### config.mk
export PLATFORM = sky130hd
export DESIGN_NAME = bba_ram
export DESIGN_NICKNAME = d
export VERILOG_FILES = /design/src/hw/rtl/bba_ram.sv
export SDC_FILE = /design/constraint.sdc
export NUM_CORES = 1
export LEC_CHECK = 0
export ABC_AREA = 0
export ABC_CLOCK_PERIOD_IN_PS = 2500
export BUFFER_PORTS_ARGS = -buffer_cell sky130_fd_sc_hd__buf_2
export CAP_MARGIN = 15
export CORE_MARGIN = 5
export CORE_UTILIZATION = 40
export DETAILED_ROUTE_END_ITERATION = 10
export GPL_ROUTABILITY_DRIVEN = 0
export GPL_TIMING_DRIVEN = 0
export MAX_ROUTING_LAYER = met4
export SETUP_SLACK_MARGIN = 0.2
export SLEW_MARGIN = 0
export SYNTH_ARGS = -nofsm -noshare
export SYNTH_HDL_FRONTEND = slang
export SYNTH_SLANG_ARGS = --single-unit
### constraint.sdc
create_clock -name clk_i -period 2.5 [get_ports clk_i]
set_clock_uncertainty 0.2 [all_clocks]
set_input_delay 0.625 -clock clk_i [delete_from_list [all_inputs] [get_ports clk_i]]
set_output_delay 0.625 -clock clk_i [all_outputs]
set_load 0.005 [all_outputs]
### src/hw/rtl/bba_ram.sv
// Generic single-write, single-read RAM with registered read data.
`default_nettype none
module bba_ram #(
  parameter int unsigned Width = 8,
  parameter int unsigned Depth = 16
) (
  input  wire logic                     clk_i,
  input  wire logic                     we_i,
  input  wire logic [$clog2(Depth)-1:0] waddr_i,
  input  wire logic [Width-1:0]         wdata_i,
  input  wire logic [$clog2(Depth)-1:0] raddr_i,
  output logic      [Width-1:0]         rdata_o
);

  logic [Width-1:0] mem_q [Depth];

  always_ff @(posedge clk_i) begin
    if (we_i) begin
      mem_q[waddr_i] <= wdata_i;
    end
    rdata_o <= mem_q[raddr_i];
  end

endmodule
`default_nettype wire

# Word level (Yosys, flattened, before mapping)
# Memories as Yosys holds them, arrays and structs flattened. A register that Yosys moved wholly into a read port is not among the register bits.
# Index checks and enable logic that the tools add are counted.
# word_totals
reg_bits	0
latch_bits	0
ramBits	128
rom_bits	0
inputBits	18
out_inout_bits	8
word_cells	3
memories	1
# classes
n_addsub	0
multipliers	0
div	0
order_cmp	0
eq_ne	0
n_shift	0
mux	2
n_bitwise	0
n_reduce_logical	0
# mem_list
memory	depth	word_bits	read_ports	rd_clocked_by_memory_dff	wr	line_no	text
mem_q	16	8	1	1	1	15	logic [Width-1:0] mem_q [Depth];
# ops
operator	n
1-bit two-way mux	2

# Longest topological paths before layout
# Gate-level depths: netlist (run 1).
# logic_depth
word_depth	2
mapped_depth	5
depth_no_buf	3

# Worst setup path before layout (run 1)
# Ideal clock, no wire load.
# synth_timing
path_kind	in2reg
from	input waddr_i[2]
to	memory mem_q[0][0], enable pin
setup_time_ps	383
t_arrival_ps	1735
required_ps	1917
slack_ps	182
stages	2
n_path_buf	0
cell_sequence	or3b_2 > nor3_1
# synth_lines
element	line_no	text
start: declaration	9	input wire logic [$clog2(Depth)-1:0] waddr_i,
end: declaration	15	
# No word-level cell before the write port.

# Final worst setup path (run 1)
# layout_timing
from	input waddr_i[2]
to	memory mem_q[3][1], enable pin
# No word-level cell before the write port.

==> results of run 1 <==
==> cells in the mapped netlist (3+ instances only) <==
cell type,instances
edfxtp_1,128
dfxtp_1,8
nand2_1,9
nor2_1,13
buf_2,3
nor3_1,4
buf_6,3
mux4_2,18
clkdlybuf4s25_2,3
mux4_1,14
a22oi_1,16
==> flip-flops by register name, summed over array words and instances, names as in the netlist <==
name     cells
mem_q      128
rdata_o      8
==> power groups by stage <==
stage | Sequential, uW | Combinational (uW) | Clock [uW]
after CTS | 2560 | 247 | 2480
after floorplan | 2610 | 130 | 0
final | 2560 | 242 | 2450
after detailed placement | 2610 | 246 | 0
after global placement | 2610 | 242 | 0
after global routing | 2570 | 263 | 2600
==> path summary, 6_finish.rpt <==
check | from | end | slack (ns) | cells after the start
setup / recovery | waddr_i[2] | mem_q[3][1] | 0.40 | 3
hold / removal | wdata_i[6] | mem_q[15][6] | 0.42 | 1
setup reg to reg | mem_q[1][0] | rdata_o[0] | 0.91 | 3
hold reg to reg | mem_q[8][1] | rdata_o[1] | 0.48 | 3
==> metal layers <==
layer | up-vias | wire (um)
li1 | 1063 | -
met1 | 1216 | 4350
met2 | 63 | 4810
met3 | 14 | 587
met4 | 0 | 155
met5 | - | 0
==> worst register-to-register path, cell delays in order, from the launching register on <==
cell	delay (ns)
edfxtp_1	0.36
mux4_1	0.50
a22oi_1	0.34
nand2_1	0.08
==> final cells by class <==
class / count / share of cell area (%)
Sequential cell: 136 / 65.6
Multi-Input combinational cell: 83 / 17.4
Clock buffer: 24 / 8.22
Tap cell: 172 / 3.53
Timing Repair Buffer: 27 / 2.34
Clock inverter: 8 / 1.52
Buffer: 10 / 1.41
==> logic make-up after synthesis <==
| group | after synthesis | synth area share [%] |
|---|---|---|
| buffers and inverters | 10 | 1.68 |
| muxes | 32 | 15.0 |
| DFF | 136 | 77.8 |
| and+or+nand+nor | 35 | 3.18 |
| AOI/OAI and AO/OA | 16 | 2.33 |
==> per-stage QoR <==
step	total power (uW)	area (sq um)	hold WS, ns	worst slack [ns]
finish	5250	6100	0.423	0.404
global route	5430	6100	0.416	0.333
global placement	2850	5490	0.454	-0.104
CTS	5290	6100	0.406	0.394
detailed placement	2850	5510	0.470	-0.0323
floorplan	2740	5150	0.429	0.409
==> metrics.md, run 1 <==
| Metric | Value |
|---|---|
| Outcome | `complete, no violations` |
| Worst Setup Start Kind | `primary input` |
| CP delay by family, top | `simple AND/OR/NAND/NOR gates` |
| Synthesized area per cell | `22.5 sq um` |
| Commonest non-fill, non-tap cell in the layout | `edfxtp_1` |
| Finish-stage setup viols | `0` |
| Slowest stage delay, CP | `0.66 ns` |
| Iter 0 DRT Violations | `186` |
| Buffers on Ports | `24` |
| Post-cts sizing count | `0` |
| Initial Util | `40.8%` |
| Asr flop ratio synth | `0%` |
| Synth unique cells | `19` |
| Clock share of power | `46.6%` |
| Placed Cells | `428` |
| Overall routing resource usage | `14.9%` |
| CTS Buffer Depth | `2` |
| PD cells | `860 nW/um^2` |
| Worst-Skew Late Latency | `0.41 ns` |
| IO Pins | `26` |
| Clk slew on worst S/H paths | `0.05 ns` |
| Number of flops mapped to enable cells by yosys | `128` |
| Final hold vios | `0` |
| Logic pwr share | `4.6%` |
| Seq. cell area | `4000 sq um` |
| Cells after Synth | `229` |
| Die ar. | `15,200 sq um` |
| Switching power total | `1010 uW` |
| Root Driver | `clkbuf_16` |
| Net Sw Frac | `19.1%` |
| CTS tree | `yes` |
| Final #Nets | `293` |
| Core Area | `12,600 sq um` |
| Core Rows | `41` |
| Most used DFF post-synth | `edfxtp_1` |
| Reg power frac | `48.8%` |
| Vias in the first global route | `2,403` |
| Final min period | `2.10 ns` |
| Area of the multi-input gates | `1060 sq um` |
| Critical path cell sequence | `buf_2, or3b_2, nor2_1` |
| Slew Limit Fails | `0` |
| Synthesized flop and latch total | `136` |
| Worst IR Drop VDD | `0.432 mV` |
| Layout cell share with drive strength beyond 1 | `30.2%` |
| Routed WL per cell | `21.5 um` |
| Synth Warn # | `0` |
| Final WL | `9900 um` |
| Tcrit/Tclk final | `83.8%` |
| Top cells by area, synth | `edfxtp_1 75%, mux4_2 7.9%, mux4_1 7.1%` |
| Die H | `123 um` |
| Vias per cell | `5.12` |
| Met2 usage | `21.9%` |
| Fillers | `1,056` |
| Post-layout util | `48.4%` |
| Die W | `123 um` |
| Worst-margin pin slew | `0.829 ns` |
| Bufs and invs on worst path | `1` |
| Vias post-DR | `2,356` |
| Critical Path AT | `1.93 ns` |
| Sequential area share after synthesis | `77.8%` |
| Antenna-violating nets left | `0` |
| Non-filler instance count after layout | `460` |
| H-tree depth | `4` |
| Post-CTS Hold Buffers | `0` |
| Met3 GRT Util | `4.30%` |
| Worst Path Required | `2.33 ns` |
| Layout area overhead | `18.6%` |
| Relative slew slack | `44.5%` |
| Cts bufs inserted | `17` |
| TritonRoute pass-1 iters | `4` |
| HPWL after DPL | `6360 um` |
| Largest net degree at the start of global routing | `17` |
| First-pass GRT wire length | `14,900 um` |
| Most frequent cells in the layout | `128 x edfxtp_1, 27 x buf_2, 18 x mux4_2, 17 x clkbuf_16, 16 x a22oi_1` |
| Synth top area share | `74.7%` |
| Crit. End Element | `flip-flop` |
| Kind of critical path | `in -> reg` |
| Synth Net Count | `247` |
| Largest area contributor in the netlist | `edfxtp_1` |
| GR Overflow Total | `0` |
| RSZ-0062 raised after global routing | `no` |
| Leakage | `0.00205 uW` |
| Post-CTS Setup Bufs | `0` |
| Antenna violations before repair | `0` |
| Peak Freq | `477 MHz` |
| Crit-path max FO | `8` |
| Setup TNS Final | `0 ns` |
| DRC | `0` |
| Internal power | `4240 uW` |
| GR Util met1 | `19.8%` |
| Diodes inserted | `0` |
| Max cap viols | `0` |
| Cell Area, Synth | `5150 sq um` |
| Hold Crit Class | `in -> reg` |
| Crit-path slowest cell | `nor2_1` |
| GR peak layer | `met2` |
| Clock sink count | `136` |
Power figures use the tool's default switching activity.
==> inputs of run 2 (changes only) <==
Settings changed: ABC_CLOCK_PERIOD_IN_PS 2500 to 2110.
Clock period 2.5 ns to 2.11 ns, I/O delays scaled along.
==> run 2 against run 1 <==
  * Combinational power grew 19%
  * Global-route usage is 0.61 points higher
  * Critical path type unchanged
  * First-iteration DRC count down 30%
  * Clock power up 6%
  * Core utilization decreased by 0.57 points
  * Sequential share of layout area increased by 0.78 points
==> metrics.md, run 2 (synthesis results as in run 1) <==
| Metric | Value |
|---|---|
| DRC | `0 (unchanged)` |
| Worst-Skew Late Latency | `0.41 ns (about the same)` |
| GR Overflow Total | `0 (unchanged)` |
| Wl on met1 | `4630 um (+6.5%)` |
| Most flops, register | `mem_q` |
| Vias post-DR | `2,382 (+1.1%)` |
| H-tree depth | `4 (unchanged)` |
| Total power | `5920 uW (+13%)` |
| Fillers | `1,094 (+3.6%)` |
| Tcrit/Tclk final | `96.0%` |
| IO Pins | `26 (unchanged)` |
| Cts bufs inserted | `17 (unchanged)` |
| Post-CTS Hold Buffers | `0 (unchanged)` |
| Leakage | `0.00201 uW (-2.2%)` |
| Net Sw Frac | `19.5% (+0.40 points)` |
| Placed inst area | `5510 sq um (about the same)` |
| Largest registers | `mem_q: 128 flops, rdata_o: 8 flops` |
| Core Area | `12,600 sq um (unchanged)` |
| CTS Buffer Depth | `2 (unchanged)` |
| Clock sink count | `136 (unchanged)` |
| Critical Path AT | `1.86 ns (-0.07 ns)` |
| Largest net degree at the start of global routing | `17 (unchanged)` |
| Initial Util | `40.8% (unchanged)` |
| RSZ-0062 raised after global routing | `yes` |
| Slew Limit Fails | `0 (unchanged)` |
| Hold Crit Class | `in -> reg` |
| CTS tree | `yes` |
| Routed WL per cell | `22.1 um (+2.8%)` |
| Finish-stage setup viols | `0 (unchanged)` |
| Internal power | `4760 uW (+12%)` |
| Worst-margin pin slew | `0.847 ns (+0.0181 ns)` |
| Max reg flops | `128 (unchanged)` |
| Area of the multi-input gates | `1070 sq um (+1.2%)` |
| RR Endpoint | `rdata_o[0]` |
| Hold Path Stages | `1 (unchanged)` |
| Clock share of power | `43.8% (-2.8 points)` |
| R2R Path Start | `mem_q[4][0]` |
| Final instance area | `6030 sq um (-1.2%)` |
| Switching power total | `1160 uW (+15%)` |
| Peak Freq | `494 MHz` |
| R2R setup slack | `0.47 ns (-0.44 ns)` |
| Iter 0 DRT Violations | `131 (-30%)` |
| Final WL | `10,100 um (+2.3%)` |
| Worst IR Drop VDD | `0.387 mV (-10%)` |
| HPWL after DPL | `6480 um (+1.9%)` |
| Die H | `123 um (unchanged)` |
| Outcome | `complete, no violations` |
| Buffers on Ports | `24 (unchanged)` |
| Kind of critical path | `in -> reg` |
| Hold Crit Start | `wdata_i[2]` |
| Worst Setup Start Kind | `primary input` |
| Post-CTS Setup Bufs | `0 (unchanged)` |
| Clk slew on worst S/H paths | `0.05 ns (about the same)` |
| Crit-path max FO | `8 (unchanged)` |
| Most frequent cells in the layout | `128 x edfxtp_1, 27 x buf_2, 18 x mux4_2, 17 x clkbuf_16, 16 x a22oi_1` |
| Commonest non-fill, non-tap cell in the layout | `edfxtp_1` |
| Overall routing resource usage | `15.5% (+0.61 points)` |
| Vias in the first global route | `2,571 (+7.0%)` |
| Crit. End Element | `flip-flop` |
| Root Driver | `clkbuf_16` |
| Reg power frac | `51.3% (+2.5 points)` |
| Final min period | `2.03 ns` |
| Antenna-violating nets left | `0 (unchanged)` |
| Logic pwr share | `4.9% (+0.3 points)` |
| Die ar. | `15,200 sq um (unchanged)` |
| Reg2Reg Depth | `3 (unchanged)` |
| Post-cts sizing count | `1 (+1)` |
| Diodes inserted | `0 (unchanged)` |
| Vias per cell | `5.20 (+1.5%)` |
| PD cells | `981 nW/um^2 (+14%)` |
| Core Rows | `41 (unchanged)` |
| Seq. cell area | `4000 sq um (unchanged)` |
| Top Metal Used | `met4` |
| Final #Nets | `291 (-0.68%)` |
| Final hold vios | `0 (unchanged)` |
| Worst Path Required | `1.95 ns (-0.38 ns)` |
| Antenna violations before repair | `0 (unchanged)` |
| Relative slew slack | `43.3% (-1.2 points)` |
| Max cap viols | `0 (unchanged)` |
| Post-layout util | `47.8% (-0.57 points)` |
| WHS Endpoint | `mem_q[0][2]` |
| Layout cell share with drive strength beyond 1 | `28.7% (-1.5 points)` |
| Layout area overhead | `17.2%` |
| WL met2 | `4810 um (about the same)` |
| TritonRoute pass-1 iters | `4 (unchanged)` |
| First-pass GRT wire length | `15,700 um (+5.1%)` |
| Die W | `123 um (unchanged)` |
| Metal3 WL | `460 um (-22%)` |
[run 2: cell count changes in the layout (fill, tap and decap cells not counted)]
cell | before | now
bufinv_16 | 2 | 0
clkinvlp_4 | 1 | 0
nor2_2 | 0 | 1
clkinv_2 | 5 | 3
nor3_1 | 3 | 1
nor3_2 | 1 | 3
clkbuf_8 | 5 | 4
buf_4 | 4 | 2
clkbuf_1 | 2 | 8
nor2_1 | 13 | 12
[run 2: how the worst max path moves through the flow]
stage	slack (ns)	startpoint	endpoint	cells past startpoint
2_1_floorplan	0.12	waddr_i[2]	mem_q[3][0]	2
3_3_place_gp	-0.34	waddr_i[2]	mem_q[3][2]	3
6_report	0.08	waddr_i[2]	mem_q[1][3]	3
5_1_grt	0.06	waddr_i[2]	mem_q[0][1]	3
3_5_place_dp	-0.34	waddr_i[2]	mem_q[3][2]	3
4_1_cts	0.1	waddr_i[2]	mem_q[1][3]	3
[run 2: power groups by stage]
stage          Combinational, uW  Sequential [uW]  Clock [uW]
2_1_floorplan                154             3090           0
3_3_place_gp                 286             3090           0
3_5_place_dp                 294             3090           0
4_1_cts                      295             3040        2650
5_1_grt                      316             3040        2800
6_report                     289             3040        2600
[run 2: per-stage QoR]
stage / setup WS [ns] / hold WS, ns / TNS, ns / cells
floorplan: 0.116 / 0.426 / 0 / 229
global placement: -0.342 / 0.457 / -14.42 / 425
detailed placement: -0.340 / 0.473 / -14.51 / 426
CTS: 0.0956 / 0.305 / 0 / 458
global route: 0.0599 / 0.309 / 0 / 458
finish: 0.0849 / 0.319 / 0 / 458
[run 2: layout make-up]
cell class | count | area share (%)
plain buffers | 10 | 1.43
clock buffers | 29 | 8.46
clock inverters | 3 | 0.249
multi-input cells | 83 | 17.8
flip-flops and latches | 136 | 66.4
well taps | 172 | 3.57
repair buffers | 25 | 2.12
[run 2: metal layers]
metal | vias up | global-route usage [%]
li1 | 1062 | -
met1 | 1238 | 20.6
met2 | 65 | 22.7
met3 | 17 | 4.16
met4 | 0 | 6.57
met5 | - | -
[run 2: worst max-delay path, cell delays in order]
cell and delay (ns):
buf_2 0.11, or3b_2 0.54, nor2_1 0.68
==> inputs of run 3 (changes only) <==
Settings changed: CELL_PAD_IN_SITES_DETAIL_PLACEMENT set to 1, CELL_PAD_IN_SITES_GLOBAL_PLACEMENT set to 2, PLACE_DENSITY_LB_ADDON set to 0.1.
==> run 3 against run 2 <==
  * Worst setup slack gained 0.028 ns
  * Maximum frequency grew 1.4%
  * Flip-flop and latch count is the same
  * Core utilization grew 0.43 points
  * Routed wire length grew 3.3%
==> metrics.md, run 3 (synthesis results as in run 1) <==
| Metric | Value |
|---|---|
| Core Rows | `41 (unchanged)` |
| DRC | `0 (unchanged)` |
| Vias post-DR | `2,360 (-0.92%)` |
| R2R setup slack | `0.47 ns (about the same)` |
| Max cap viols | `0 (unchanged)` |
| PD cells | `1010 nW/um^2 (+2.9%)` |
| H-tree depth | `4 (unchanged)` |
| Layout cell share with drive strength beyond 1 | `31.1% (+2.4 points)` |
| WHS Endpoint | `mem_q[9][5]` |
| Root Driver | `clkbuf_16` |
| Hold Crit Class | `in -> reg` |
| Final instance area | `6090 sq um (+0.89%)` |
| Hold Crit Start | `wdata_i[5]` |
| Placed inst area | `5510 sq um (unchanged)` |
| Routed WL per cell | `22.8 um (+3.3%)` |
| Antenna-violating nets left | `0 (unchanged)` |
| Slew Limit Fails | `0 (unchanged)` |
| Pre-CTS setup slack | `-0.369 ns (-0.0283 ns)` |
| Die W | `123 um (unchanged)` |
| CTS Buffer Depth | `2 (unchanged)` |
| Non-filler instance count after layout | `458 (unchanged)` |
| Final min period | `2.00 ns (-0.0281 ns)` |
| RR Endpoint | `rdata_o[0]` |
| Outcome | `complete, no violations` |
| Vias per cell | `5.15 (-0.92%)` |
| Most flops, register | `mem_q` |
| Clock sink count | `136 (unchanged)` |
| Initial Util | `40.8% (unchanged)` |
| Hold Path Stages | `1 (unchanged)` |
| Tcrit/Tclk final | `94.6% (-1.3 points)` |
| Worst-margin pin slew | `0.820 ns (-0.0267 ns)` |
| Leakage | `0.00204 uW (+1.6%)` |
| Setup slack after layout | `0.113 ns (+0.0281 ns)` |
| Worst Setup Start Kind | `primary input` |
| Most frequent cells in the layout | `128 x edfxtp_1, 27 x buf_2, 18 x mux4_2, 17 x clkbuf_16, 16 x a22oi_1` |
| R2R Path Start | `mem_q[4][0]` |
| Antenna violations before repair | `0 (unchanged)` |
| Die ar. | `15,200 sq um (unchanged)` |
| Largest net degree at the start of global routing | `17 (unchanged)` |
| Reg2Reg Depth | `3 (unchanged)` |
| Cts bufs inserted | `17 (unchanged)` |
| Final #Nets | `291 (unchanged)` |
| First-pass GRT wire length | `15,400 um (-1.8%)` |
| Placed Cells | `426 (unchanged)` |
| Worst IR Drop VDD | `0.525 mV (+36%)` |
| Overall routing resource usage | `15.6% (+0.11 points)` |
| Final hold vios | `0 (unchanged)` |
| Worst-Skew Late Latency | `0.41 ns (about the same)` |
| Kind of critical path | `in -> reg` |
| Max reg flops | `128 (unchanged)` |
| CTS tree | `yes` |
| Crit. End Element | `flip-flop` |
| Layout area overhead | `18.3%` |
| Diodes inserted | `0 (unchanged)` |
| HPWL after DPL | `6760 um (+4.3%)` |
| Commonest non-fill, non-tap cell in the layout | `edfxtp_1` |
| Iter 0 DRT Violations | `129 (-1.5%)` |
| Buffers on Ports | `24 (unchanged)` |
| Core Area | `12,600 sq um (unchanged)` |
| Post-CTS Setup Bufs | `0 (unchanged)` |
| Finish-stage setup viols | `0 (unchanged)` |
| IO Pins | `26 (unchanged)` |
| Relative slew slack | `45.1% (+1.8 points)` |
| RSZ-0062 raised after global routing | `yes` |
| Worst Path Required | `1.95 ns (about the same)` |
| GR Overflow Total | `0 (unchanged)` |
| Peak Freq | `501 MHz (+1.4%)` |
| TritonRoute pass-1 iters | `4 (unchanged)` |
| Vias in the first global route | `2,433 (-5.4%)` |
| Critical Path AT | `1.84 ns (-0.02 ns)` |
| Crit-path max FO | `8 (unchanged)` |
| Post-CTS Hold Buffers | `0 (unchanged)` |
| Final WL | `10,500 um (+3.3%)` |
| Die H | `123 um (unchanged)` |
| Largest registers | `mem_q: 128 flops, rdata_o: 8 flops` |
| Clk slew on worst S/H paths | `0.06 ns (about the same)` |
## run 3: cell count changes in the layout (fill, tap and decap cells not counted), sizes merged
cell,before,now
clkinvlp,0,1
bufinv,0,1
clkinv,3,6
clkbuf,29,24
## run 3: final cells by class
type	count	area [sq um]
timing repair buffer	25	128
buffer	10	86.3
clock buffer	24	512
fill	1172	6530
sequential	136	4000
multi-input combinational	83	1070
clock inverter	8	67.6
tap	172	215
## run 3: what timing repair did
action / 4_1_cts / 5_1_grt
setup endpoints to repair: 32 / 24
gates resized for setup: 1 / 0
cloned: 0 / 0
## run 3: through the flow
| stage | util (%) | hold slack (ns) | total power (uW) | TNS [ns] |
|---|---|---|---|---|
| after floorplan | - | 0.426 | 3240 | 0 |
| after global placement | 43.6 | 0.465 | 3380 | -17.75 |
| after detailed placement | 43.6 | 0.476 | 3390 | -14.02 |
| after CTS | 48.2 | 0.302 | 6200 | 0 |
| after global routing | 48.2 | 0.311 | 6360 | 0 |
| final | 48.2 | 0.323 | 6150 | 0 |
## run 3: critical path: stages
cell	delay, ns
buf_2	0.11
or3b_2	0.54
nor2_1	0.65
## run 3: worst max-delay path by stage
stage	startpoint	slack, ns	cells past startpoint	endpoint
2_1_floorplan	waddr_i[2]	0.12	2	mem_q[3][0]
3_3_place_gp	waddr_i[2]	-0.37	3	mem_q[2][2]
6_report	waddr_i[2]	0.11	3	mem_q[1][4]
4_1_cts	waddr_i[2]	0.12	3	mem_q[0][4]
3_5_place_dp	waddr_i[2]	-0.37	3	mem_q[2][2]
5_1_grt	waddr_i[2]	0.08	3	mem_q[3][4]
## run 3: layer usage
layer  vias up  GRT usage [%]  wire, um
met1      1247           21.0      4800
li1       1059              -         -
met4         0           6.44       140
met5         -              -         0
met2        44           22.7      5050
met3        10           4.25       469
## run 3: power by group
group	total, uW	internal, uW	switching, uW
Combinational	293	120	173
Sequential	3030	3020	12.5
Clock	2820	1790	1030
Total	6150	4940	1210
